--- src/design/crfb_pkg.sv ---
`timescale 1ns / 1ps
`default_nettype none

package crfb_pkg;

  localparam int ADDR_W    = 26;
  localparam int DIM_W     = 13;
  localparam int POS_W     = 14;
  localparam int STRIDE_W  = 14;
  localparam int PIX_W     = 32;
  localparam int CFG_IDX_W = 3;
  localparam int MAX_DIM   = 4096;
  localparam int CLIP_W    = 16;   // signed width for clip arithmetic
  localparam int PROD_W    = DIM_W + STRIDE_W;

  typedef enum logic [CFG_IDX_W-1:0] {
    REG_SURFACE_WIDTH  = 3'd0,
    REG_SURFACE_HEIGHT = 3'd1,
    REG_ROW_STRIDE     = 3'd2,
    REG_RECT_LEFT      = 3'd3,
    REG_RECT_TOP       = 3'd4,
    REG_RECT_WIDTH     = 3'd5,
    REG_RECT_HEIGHT    = 3'd6,
    REG_FILL_COLOR     = 3'd7
  } cfg_reg_t;

  typedef enum logic {
    OP_START = 1'b0,
    OP_PIXEL = 1'b1
  } op_t;

  typedef struct packed {
    logic [DIM_W-1:0]           surface_width;
    logic [DIM_W-1:0]           surface_height;
    logic [STRIDE_W-1:0]        row_stride;
    logic signed [POS_W-1:0]    rect_left;
    logic signed [POS_W-1:0]    rect_top;
    logic signed [POS_W-1:0]    rect_width;
    logic signed [POS_W-1:0]    rect_height;
    logic [PIX_W-1:0]           fill_color;
  } cfg_t;

  typedef struct packed {
    logic             operation;
    logic [PIX_W-1:0] dest_pixel;
  } in_item_t;

  typedef struct packed {
    logic [ADDR_W-1:0] write_address;
    logic [PIX_W-1:0]  write_pixel;
    logic              write_valid;
    logic [ADDR_W-1:0] next_address;
    logic              last_pixel;
    logic              empty_clip;
  } out_item_t;

  // Classified work handed from the front to the back through the queue.
  typedef struct packed {
    logic             write_valid;
    logic             last_pixel;
    logic             empty_clip;
    logic             has_next;
    logic [DIM_W-1:0] cur_row;
    logic [DIM_W-1:0] cur_col;
    logic [DIM_W-1:0] next_row;
    logic [DIM_W-1:0] next_col;
    logic [PIX_W-1:0] dest_pixel;
  } work_t;

endpackage

`default_nettype wire

--- src/design/crfb_regs.sv ---
`timescale 1ns / 1ps
`default_nettype none

module crfb_regs (
  input  logic                           clk,
  input  logic                           rst,
  input  logic                           wr_en,
  input  logic [crfb_pkg::CFG_IDX_W-1:0] wr_index,
  input  logic [crfb_pkg::PIX_W-1:0]     wr_data,
  output crfb_pkg::cfg_t                 cfg
);
  import crfb_pkg::*;

  cfg_t cfg_next;

  always_comb begin
    cfg_next = cfg;
    if (wr_en) begin
      unique case (cfg_reg_t'(wr_index))
        REG_SURFACE_WIDTH:  cfg_next.surface_width  = wr_data[DIM_W-1:0];
        REG_SURFACE_HEIGHT: cfg_next.surface_height = wr_data[DIM_W-1:0];
        REG_ROW_STRIDE:     cfg_next.row_stride     = wr_data[STRIDE_W-1:0];
        REG_RECT_LEFT:      cfg_next.rect_left      = signed'(wr_data[POS_W-1:0]);
        REG_RECT_TOP:       cfg_next.rect_top       = signed'(wr_data[POS_W-1:0]);
        REG_RECT_WIDTH:     cfg_next.rect_width     = signed'(wr_data[POS_W-1:0]);
        REG_RECT_HEIGHT:    cfg_next.rect_height    = signed'(wr_data[POS_W-1:0]);
        REG_FILL_COLOR:     cfg_next.fill_color     = wr_data;
      endcase
    end
  end

  always_ff @(posedge clk) begin
    if (rst) begin
      cfg <= '0;
    end else begin
      cfg <= cfg_next;
    end
  end

endmodule

`default_nettype wire

--- src/design/crfb_front.sv ---
`timescale 1ns / 1ps
`default_nettype none

module crfb_front (
  input  logic               clk,
  input  logic               rst,
  input  crfb_pkg::cfg_t     cfg,
  input  logic               item_valid,
  output logic               item_ready,
  input  crfb_pkg::in_item_t item,
  input  logic               queue_full,
  output logic               push,
  output crfb_pkg::work_t    push_item
);
  import crfb_pkg::*;

  logic [DIM_W-1:0] clip_left, clip_top, clip_cols, clip_rows;
  logic [DIM_W-1:0] col_index, row_index;
  logic             fill_active;

  logic [DIM_W-1:0] clip_left_next, clip_top_next, clip_cols_next, clip_rows_next;
  logic [DIM_W-1:0] col_index_next, row_index_next;
  logic             fill_active_next;

  logic [DIM_W-1:0]        sw, sh;
  logic signed [CLIP_W-1:0] x0, y0, w0, h0, x1, y1, w1, h1, w2, h2;
  logic                    clip_empty;
  logic [DIM_W-1:0]        col_inc, col_step, row_step;
  logic                    col_wrap, walk_done;

  assign item_ready = !queue_full;
  assign push       = item_valid && item_ready;

  // Clip the requested rectangle against the surface.
  always_comb begin
    sw = (cfg.surface_width  > DIM_W'(MAX_DIM)) ? DIM_W'(MAX_DIM) : cfg.surface_width;
    sh = (cfg.surface_height > DIM_W'(MAX_DIM)) ? DIM_W'(MAX_DIM) : cfg.surface_height;
    x0 = CLIP_W'(cfg.rect_left);
    y0 = CLIP_W'(cfg.rect_top);
    w0 = CLIP_W'(cfg.rect_width);
    h0 = CLIP_W'(cfg.rect_height);
    x1 = (x0 < 0) ? '0 : x0;
    w1 = (x0 < 0) ? w0 + x0 : w0;
    y1 = (y0 < 0) ? '0 : y0;
    h1 = (y0 < 0) ? h0 + y0 : h0;
    w2 = (x1 + w1 > signed'(CLIP_W'(sw))) ? signed'(CLIP_W'(sw)) - x1 : w1;
    h2 = (y1 + h1 > signed'(CLIP_W'(sh))) ? signed'(CLIP_W'(sh)) - y1 : h1;
    clip_empty = (w2 <= 0) || (h2 <= 0);
  end

  // Raster step from the current pixel.
  always_comb begin
    col_inc   = col_index + DIM_W'(1);
    col_wrap  = col_inc >= clip_cols;
    col_step  = col_wrap ? '0 : col_inc;
    row_step  = col_wrap ? row_index + DIM_W'(1) : row_index;
    walk_done = row_step >= clip_rows;
  end

  always_comb begin
    clip_left_next   = clip_left;
    clip_top_next    = clip_top;
    clip_cols_next   = clip_cols;
    clip_rows_next   = clip_rows;
    col_index_next   = col_index;
    row_index_next   = row_index;
    fill_active_next = fill_active;
    push_item        = '0;
    push_item.dest_pixel = item.dest_pixel;

    if (push) begin
      if (op_t'(item.operation) == OP_START) begin
        col_index_next = '0;
        row_index_next = '0;
        if (clip_empty) begin
          fill_active_next     = 1'b0;
          clip_left_next       = '0;
          clip_top_next        = '0;
          clip_cols_next       = '0;
          clip_rows_next       = '0;
          push_item.empty_clip = 1'b1;
        end else begin
          fill_active_next   = 1'b1;
          clip_left_next     = x1[DIM_W-1:0];
          clip_top_next      = y1[DIM_W-1:0];
          clip_cols_next     = w2[DIM_W-1:0];
          clip_rows_next     = h2[DIM_W-1:0];
          push_item.has_next = 1'b1;
          push_item.next_row = y1[DIM_W-1:0];
          push_item.next_col = x1[DIM_W-1:0];
        end
      end else if (fill_active) begin
        push_item.write_valid = 1'b1;
        push_item.cur_row     = clip_top + row_index;
        push_item.cur_col     = clip_left + col_index;
        if (walk_done) begin
          fill_active_next     = 1'b0;
          col_index_next       = '0;
          row_index_next       = '0;
          push_item.last_pixel = 1'b1;
        end else begin
          col_index_next     = col_step;
          row_index_next     = row_step;
          push_item.has_next = 1'b1;
          push_item.next_row = clip_top + row_step;
          push_item.next_col = clip_left + col_step;
        end
      end
      // a pixel item while idle goes through as an all-zero result
    end
  end

  always_ff @(posedge clk) begin
    if (rst) begin
      clip_left   <= '0;
      clip_top    <= '0;
      clip_cols   <= '0;
      clip_rows   <= '0;
      col_index   <= '0;
      row_index   <= '0;
      fill_active <= 1'b0;
    end else begin
      clip_left   <= clip_left_next;
      clip_top    <= clip_top_next;
      clip_cols   <= clip_cols_next;
      clip_rows   <= clip_rows_next;
      col_index   <= col_index_next;
      row_index   <= row_index_next;
      fill_active <= fill_active_next;
    end
  end

endmodule

`default_nettype wire

--- src/design/crfb_queue.sv ---
`timescale 1ns / 1ps
`default_nettype none

module crfb_queue (
  input  logic            clk,
  input  logic            rst,
  input  logic            push,
  input  crfb_pkg::work_t push_item,
  output logic            full,
  output logic            pop_valid,
  input  logic            pop,
  output crfb_pkg::work_t pop_item
);
  import crfb_pkg::*;

  localparam int DEPTH = 2;
  localparam int PTR_W = $clog2(DEPTH);

  work_t            slots [DEPTH];
  logic [PTR_W-1:0] wr_ptr, rd_ptr;
  logic [PTR_W:0]   count;

  assign full      = count == (PTR_W+1)'(DEPTH);
  assign pop_valid = count != '0;
  assign pop_item  = slots[rd_ptr];

  always_ff @(posedge clk) begin
    if (push) begin
      slots[wr_ptr] <= push_item;
    end
  end

  always_ff @(posedge clk) begin
    if (rst) begin
      wr_ptr <= '0;
      rd_ptr <= '0;
      count  <= '0;
    end else begin
      if (push) begin
        wr_ptr <= wr_ptr + PTR_W'(1);
      end
      if (pop) begin
        rd_ptr <= rd_ptr + PTR_W'(1);
      end
      unique case ({push, pop})
        2'b10:   count <= count + (PTR_W+1)'(1);
        2'b01:   count <= count - (PTR_W+1)'(1);
        default: count <= count;
      endcase
    end
  end

endmodule

`default_nettype wire

--- src/design/crfb_back.sv ---
`timescale 1ns / 1ps
`default_nettype none

module crfb_back (
  input  logic                          clk,
  input  logic                          rst,
  input  logic [crfb_pkg::STRIDE_W-1:0] row_stride,
  input  logic [crfb_pkg::PIX_W-1:0]    fill_color,
  input  logic                          work_valid,
  output logic                          work_pop,
  input  crfb_pkg::work_t               work,
  output logic                          result_valid,
  input  logic                          result_ready,
  output crfb_pkg::out_item_t           result
);
  import crfb_pkg::*;

  // rounded divide by 255 of a: floor((z*257) >> 16), z = a + 128
  function automatic logic [7:0] div255(input logic [15:0] z);
    logic [23:0] t;
    t = {8'h00, z} + {z, 8'h00};
    return t[23:16];
  endfunction

  logic              s1_valid;
  logic              s1_write, s1_last, s1_empty, s1_has_next;
  logic [PROD_W-1:0] s1_cur_prod, s1_next_prod;
  logic [DIM_W-1:0]  s1_cur_col, s1_next_col;
  logic [15:0]       s1_sum_r, s1_sum_g, s1_sum_b;

  logic        out_open, s1_open;
  logic [7:0]  alpha, inv_alpha;
  logic [15:0] sum_r, sum_g, sum_b;
  logic [PROD_W-1:0] cur_addr, next_addr;
  out_item_t   result_next;

  assign out_open = !result_valid || result_ready;
  assign s1_open  = !s1_valid || out_open;
  assign work_pop = work_valid && s1_open;

  // Stage 1: row products and channel products.
  always_comb begin
    alpha     = fill_color[31:24];
    inv_alpha = 8'd255 - alpha;
    sum_r = 16'(alpha * fill_color[23:16]) + 16'(inv_alpha * work.dest_pixel[23:16])
          + 16'd128;
    sum_g = 16'(alpha * fill_color[15:8])  + 16'(inv_alpha * work.dest_pixel[15:8])
          + 16'd128;
    sum_b = 16'(alpha * fill_color[7:0])   + 16'(inv_alpha * work.dest_pixel[7:0])
          + 16'd128;
  end

  always_ff @(posedge clk) begin
    if (work_pop) begin
      s1_write     <= work.write_valid;
      s1_last      <= work.last_pixel;
      s1_empty     <= work.empty_clip;
      s1_has_next  <= work.has_next;
      s1_cur_prod  <= work.cur_row * row_stride;
      s1_next_prod <= work.next_row * row_stride;
      s1_cur_col   <= work.cur_col;
      s1_next_col  <= work.next_col;
      s1_sum_r     <= sum_r;
      s1_sum_g     <= sum_g;
      s1_sum_b     <= sum_b;
    end
  end

  // Stage 2: finish addresses and divide, drop unused fields to zero.
  always_comb begin
    cur_addr  = s1_cur_prod  + PROD_W'(s1_cur_col);
    next_addr = s1_next_prod + PROD_W'(s1_next_col);
    result_next = '0;
    result_next.write_valid = s1_write;
    result_next.last_pixel  = s1_last;
    result_next.empty_clip  = s1_empty;
    if (s1_write) begin
      result_next.write_address = cur_addr[ADDR_W-1:0];
      result_next.write_pixel   = {8'hff, div255(s1_sum_r), div255(s1_sum_g),
                                   div255(s1_sum_b)};
    end
    if (s1_has_next) begin
      result_next.next_address = next_addr[ADDR_W-1:0];
    end
  end

  always_ff @(posedge clk) begin
    if (out_open && s1_valid) begin
      result <= result_next;
    end
  end

  always_ff @(posedge clk) begin
    if (rst) begin
      s1_valid     <= 1'b0;
      result_valid <= 1'b0;
    end else begin
      if (s1_open) begin
        s1_valid <= work_valid;
      end
      if (out_open) begin
        result_valid <= s1_valid;
      end
    end
  end

endmodule

`default_nettype wire

--- src/design/clipped_rect_fill_blend_top.sv ---
// Rectangle fill engine with straight-alpha blending.
// Configuration: write surface size, row stride, rectangle and fill color
// through cfg_valid/cfg_index/cfg_data; cfg_ready is always high. Write only
// while no item is in flight.
// Items enter on item_valid/item_ready. A start item clips the rectangle and
// returns the first pixel address in next_address, or empty_clip when the
// clipped area is empty. Each following pixel item carries the destination
// pixel at that address and returns write_address/write_pixel, the address
// to fetch next, and last_pixel on the final write. A pixel item with no
// fill running returns an all-zero result.
// Path: an accepted item is written into a queue slot at the accepting edge,
// then moves through the product stage and the output register.
// Throughput: one item per clock while result_ready stays high, set by the
// front walker and the two-stage back end.
// The front accepts into a two-entry queue, so it keeps taking items while a
// result waits. When result_ready is low the output holds, the back end and
// queue fill, and item_ready drops once the queue is full.
// Reset: synchronous, clears configuration, walker state, queue and pipeline.
`timescale 1ns / 1ps
`default_nettype none

module clipped_rect_fill_blend_top (
  input  logic                           clk,
  input  logic                           rst,
  input  logic                           cfg_valid,
  output logic                           cfg_ready,
  input  logic [crfb_pkg::CFG_IDX_W-1:0] cfg_index,
  input  logic [crfb_pkg::PIX_W-1:0]     cfg_data,
  input  logic                           item_valid,
  output logic                           item_ready,
  input  crfb_pkg::in_item_t             item,
  output logic                           result_valid,
  input  logic                           result_ready,
  output crfb_pkg::out_item_t            result
);
  import crfb_pkg::*;

  cfg_t  cfg;
  logic  queue_full, push, work_valid, work_pop;
  work_t push_item, work;

  // Register writes go straight into the configuration register; never stall them.
  assign cfg_ready = 1'b1;

  crfb_regs u_regs (
    .clk      (clk),
    .rst      (rst),
    .wr_en    (cfg_valid && cfg_ready),
    .wr_index (cfg_index),
    .wr_data  (cfg_data),
    .cfg      (cfg)
  );

  // Front: clip on start, walk the raster, classify each item.
  crfb_front u_front (
    .clk        (clk),
    .rst        (rst),
    .cfg        (cfg),
    .item_valid (item_valid),
    .item_ready (item_ready),
    .item       (item),
    .queue_full (queue_full),
    .push       (push),
    .push_item  (push_item)
  );

  // Decouple the walker from the blend/address pipeline.
  crfb_queue u_queue (
    .clk       (clk),
    .rst       (rst),
    .push      (push),
    .push_item (push_item),
    .full      (queue_full),
    .pop_valid (work_valid),
    .pop       (work_pop),
    .pop_item  (work)
  );

  // Back: address multiply and per-channel blend, then output register.
  crfb_back u_back (
    .clk          (clk),
    .rst          (rst),
    .row_stride   (cfg.row_stride),
    .fill_color   (cfg.fill_color),
    .work_valid   (work_valid),
    .work_pop     (work_pop),
    .work         (work),
    .result_valid (result_valid),
    .result_ready (result_ready),
    .result       (result)
  );

endmodule

`default_nettype wire
--- config.mk ---
export PLATFORM = sky130hd
export DESIGN_NAME = clipped_rect_fill_blend_top
export DESIGN_NICKNAME = d
export VERILOG_FILES = /design/src/design/crfb_pkg.sv /design/src/design/crfb_regs.sv /design/src/design/crfb_front.sv /design/src/design/crfb_queue.sv /design/src/design/crfb_back.sv /design/src/design/clipped_rect_fill_blend_top.sv
export SDC_FILE = /design/constraint.sdc
export NUM_CORES = 2
export LEC_CHECK = 0
export BUFFER_PORTS_ARGS = -buffer_cell sky130_fd_sc_hd__buf_2
export CAP_MARGIN = 20
export CORE_MARGIN = 2
export CORE_UTILIZATION = 50
export DETAILED_ROUTE_END_ITERATION = 8
export GPL_TIMING_DRIVEN = 0
export PLACE_DENSITY = 0.71
export RECOVER_POWER = 50
export SKIP_LAST_GASP = 1
export SLEW_MARGIN = 20
export SYNTH_ARGS = -nofsm -noshare
export SYNTH_HDL_FRONTEND = slang
export SYNTH_SLANG_ARGS = --single-unit
--- constraint.sdc ---
create_clock -name clk -period 22.9 [get_ports clk]
set_clock_uncertainty 0.2 [all_clocks]
set_input_delay 2.29 -clock clk [delete_from_list [all_inputs] [get_ports clk]]
set_output_delay 2.29 -clock clk [all_outputs]
set_load 0.05 [all_outputs]
==> impl_metrics.tcl <==
set metrics [dict create \
    setup_viol 0 \
    synth_largest_type_area_fraction 0.2042 \
    synth.mux.area_fraction 0.02251 \
    cts_clock_pin_slew_for_the_worst_setup_and_hold_paths_ps 70 \
    initial_core_util 0.5054 \
    synth_compound_gate_area_share 0.09337 \
    postCtsSetupRepairBufs 0 \
    synth_top_area_cell "sky130_fd_sc_hd__fa_1" \
    tritoncts "built" \
    kind_of_capture_point_of_the_worst_setup_path "flip-flop" \
    finalWorstPathRequiredPeriod_ps 8992 \
    grt_setup_unrepaired "no" \
    post_synth_fa_ha_maj_area_fraction 0.3328 \
    area_of_the_core_region_sq_um 109000 \
    share_of_async_settable_or_async_resettable_flops_after_synthesis 0 \
    timing.critical_path.from_type "flip-flop" \
    synth_flop_cell "sky130_fd_sc_hd__edfxtp_1" \
    worst_hold_path.num_cells 0 \
    routed-via-count 41550 \
    critPathArrivalTime_ps 9160 \
    met1_usage 0.3656 \
    crit_path_cell_trace "clkbuf_1, buf_1, clkbuf_1, mux2i_1, or2_2, fa_1, fa_1, inv_1, fa_1, inv_1, fa_1, fa_1, inv_1, fa_1, ha_1, inv_1, o21bai_1, a21oi_1, o21ai_0, or4_1, a31o_2, a21oi_1, xnor2_1" \
    run_status "finished with violations" \
    placementRows 121 \
    wl_per_cell_um 19.90 \
    layout_worst_path_cycle_share 0.3927 \
    vias_in_the_first_global_route 41400 \
    ys_seq_elements 583 \
    netlist_top_cells_area "sky130_fd_sc_hd__fa_1, sky130_fd_sc_hd__edfxtp_1, sky130_fd_sc_hd__ha_1" \
    die_y_um 335.9 \
    design.portCount 163 \
    flow.area_growth_from_synthesis_pct 8.520 \
    report.final.slew_viol_count 111 \
    violated_checks "max-capacitance violations, max-slew violations" \
    synth_enable_flop_cells 369 \
    die_area_sq_um 112800 \
    r2r.worst_path.cells 23 \
    delay_of_the_slowest_cell_on_the_worst_path_ps 830 \
    max_slew.worst_pin.slew_ps 2376 \
    root_buffer "sky130_fd_sc_hd__clkbuf_16" \
    yosys.cell_types.count 82 \
    slew_headroom -0.5839 \
    critical_path.top_delay_family "adder cells" \
    largest_net_degree_at_the_start_of_global_routing 43 \
    postCtsResizedCells 0 \
    cts-hold-fix-buffers 0 \
    clkLatencyLatePin_ps 640 \
    grt_util_all_layers 0.2656 \
    syn-instance-count 5747 \
    global_route.overflow_total 0 \
    synth.avg_cell_area_sq_um 9.585 \
    place.port_buffers 137 \
    worstPathBufferInverterCount 7 \
    ys_top_cells_by_count "sky130_fd_sc_hd__inv_1, sky130_fd_sc_hd__nand2_1, sky130_fd_sc_hd__ha_1" \
    synth_top_family_by_area "adder cells" \
    critical-path-slowest-cell "sky130_fd_sc_hd__clkbuf_1" \
    post_detailed_route_via_to_cell_ratio 5.585 \
    crit_fanout 10 \
    maxCapViolations 5 \
    synth_sequential_area_ratio 0.2789 \
    grtUsageMet2 0.4184 \
    first_iter_violations 3523 \
    critPathKind "reg2reg" \
    global_route.peak_usage_layer "met2" \
    maxClockFrequency_ghz 0.1112 \
    fin_nets 7170 \
    drc_errors_left 0 \
    totalWireLength_um 148100 \
    setup-tns-final_ps 0 \
    synth_xor_area_frac 0.04182 \
    count_of_final_hold_check_violations 0 \
    synth.cell_area_sq_um 55090 \
    synth-simple-area-share 0.1546 \
    grt_util_met3 0.05029 \
    worst_path_most_repeated_cell "sky130_fd_sc_hd__fa_1" \
    grt_antenna_before_repair 9 \
    synth_most_common_cell "sky130_fd_sc_hd__inv_1" \
    clock_sink_count 583 \
    worst_ep_required_time_ps 23070 \
    drt-pass1-iter-count 6 \
    antenna_violating_nets_post_route 0 \
    min-delay-path-class "reg2reg" \
    die_x_um 335.9 \
    clock_path_buffers 3 \
    synth.yosys.warnings 0 \
    crit_cells 23 \
    gpl_congestion 0.9316 \
    post_route_cells_drive_above_1_share 0.05997 \
    cts-htree-levels 3 \
    detailedPlacementHpwl_um 117700 \
    cts_buffers 67 \
    grt_first_pass_wirelength_um 231100 \
]
path summary, 6_finish.rpt:
path	start	end	slack (ps)
max	flip-flop	u_back.s1_sum_g[15]	13910
min	u_back.s1_empty	u_back.result[0]	230
max reg2reg	flip-flop	u_back.s1_sum_g[15]	13910
min reg2reg	u_back.s1_empty	u_back.result[0]	230
layout by cell type, fill, tap and decap left out, drive strengths merged, types with 178 or more instances in the layout:
cell type,instances
inv,837
nand2,667
ha,566
fa,562
clkbuf,372
nor2,370
edfxtp,369
a21oi,300
dfxtp,214
and2,207
xnor2,198
nor2b,178
per-stage QoR:
| step | util | area (sq um) | hold slack [ps] | setup WS (ps) | instances |
|---|---|---|---|---|---|
| floorplan | - | 55090 | 200.3 | 12330 | 5749 |
| global placement | 0.5280 | 57550 | 203.6 | 8712 | 7300 |
| detailed placement | 0.5314 | 57930 | 212.1 | 14030 | 7314 |
| CTS | 0.5511 | 60070 | 224.9 | 14030 | 7434 |
| global route | 0.5483 | 59770 | 246.4 | 13580 | 7436 |
| finish | 0.5484 | 59780 | 225.2 | 13910 | 7439 |
layout make-up:
class | instances | area, sq um
diodes | 5 | 12.51
fillers | 9737 | 49220
plain buffers | 249 | 1055
clock inverters | 39 | 350.3
flip-flops and latches | 583 | 15360
clock buffers | 81 | 1790
inverters | 832 | 3123
repair buffers | 151 | 755.7
well taps | 1414 | 1769
multi-input cells | 4085 | 35560
flip-flops by register name (all words and copies together), names as in the netlist, 16 cells and up, named ones only:
| name | flops |
|---|---|
| u_queue.slots | 160 |
| u_regs.cfg | 128 |
| u_back.result | 79 |
| u_back.s1_cur_prod | 26 |
| u_back.s1_next_prod | 26 |
| u_back.s1_sum_b | 16 |
| u_back.s1_sum_g | 16 |
| u_back.s1_sum_r | 16 |
layer usage:
layer  share of wire  wire length, um
met5         0.00031               46
met4           0.042             6220
met3           0.088            13090
met2            0.44            65520
met1            0.43            63170
worst register-to-register path, cell delays in order (launching register included):
cell and delay, ps:
sky130_fd_sc_hd__dfxtp_1 300, sky130_fd_sc_hd__clkbuf_1 580, sky130_fd_sc_hd__buf_1 520, sky130_fd_sc_hd__clkbuf_1 830, sky130_fd_sc_hd__mux2i_1 840, sky130_fd_sc_hd__or2_2 250, sky130_fd_sc_hd__fa_1 430, sky130_fd_sc_hd__fa_1 550
sky130_fd_sc_hd__inv_1 50, sky130_fd_sc_hd__fa_1 480, sky130_fd_sc_hd__inv_1 50, sky130_fd_sc_hd__fa_1 460, sky130_fd_sc_hd__fa_1 490, sky130_fd_sc_hd__inv_1 50, sky130_fd_sc_hd__fa_1 430, sky130_fd_sc_hd__ha_1 330
sky130_fd_sc_hd__inv_1 70, sky130_fd_sc_hd__o21bai_1 80, sky130_fd_sc_hd__a21oi_1 250, sky130_fd_sc_hd__o21ai_0 240, sky130_fd_sc_hd__or4_1 490, sky130_fd_sc_hd__a31o_2 270, sky130_fd_sc_hd__a21oi_1 170, sky130_fd_sc_hd__xnor2_1 310
kinds of logic after synthesis:
family	Yosys count
other	2
buffers and inverters	1081
DFF	583
adders and majority gates	1128
muxes	116
and+or+nand+nor	1794
AOI/OAI and AO/OA	780
xor gates and xnor gates	263
Power is left out: the tool's default activity adds up to more than one toggle a clock period on the data nets, which glitch-free logic cannot reach.
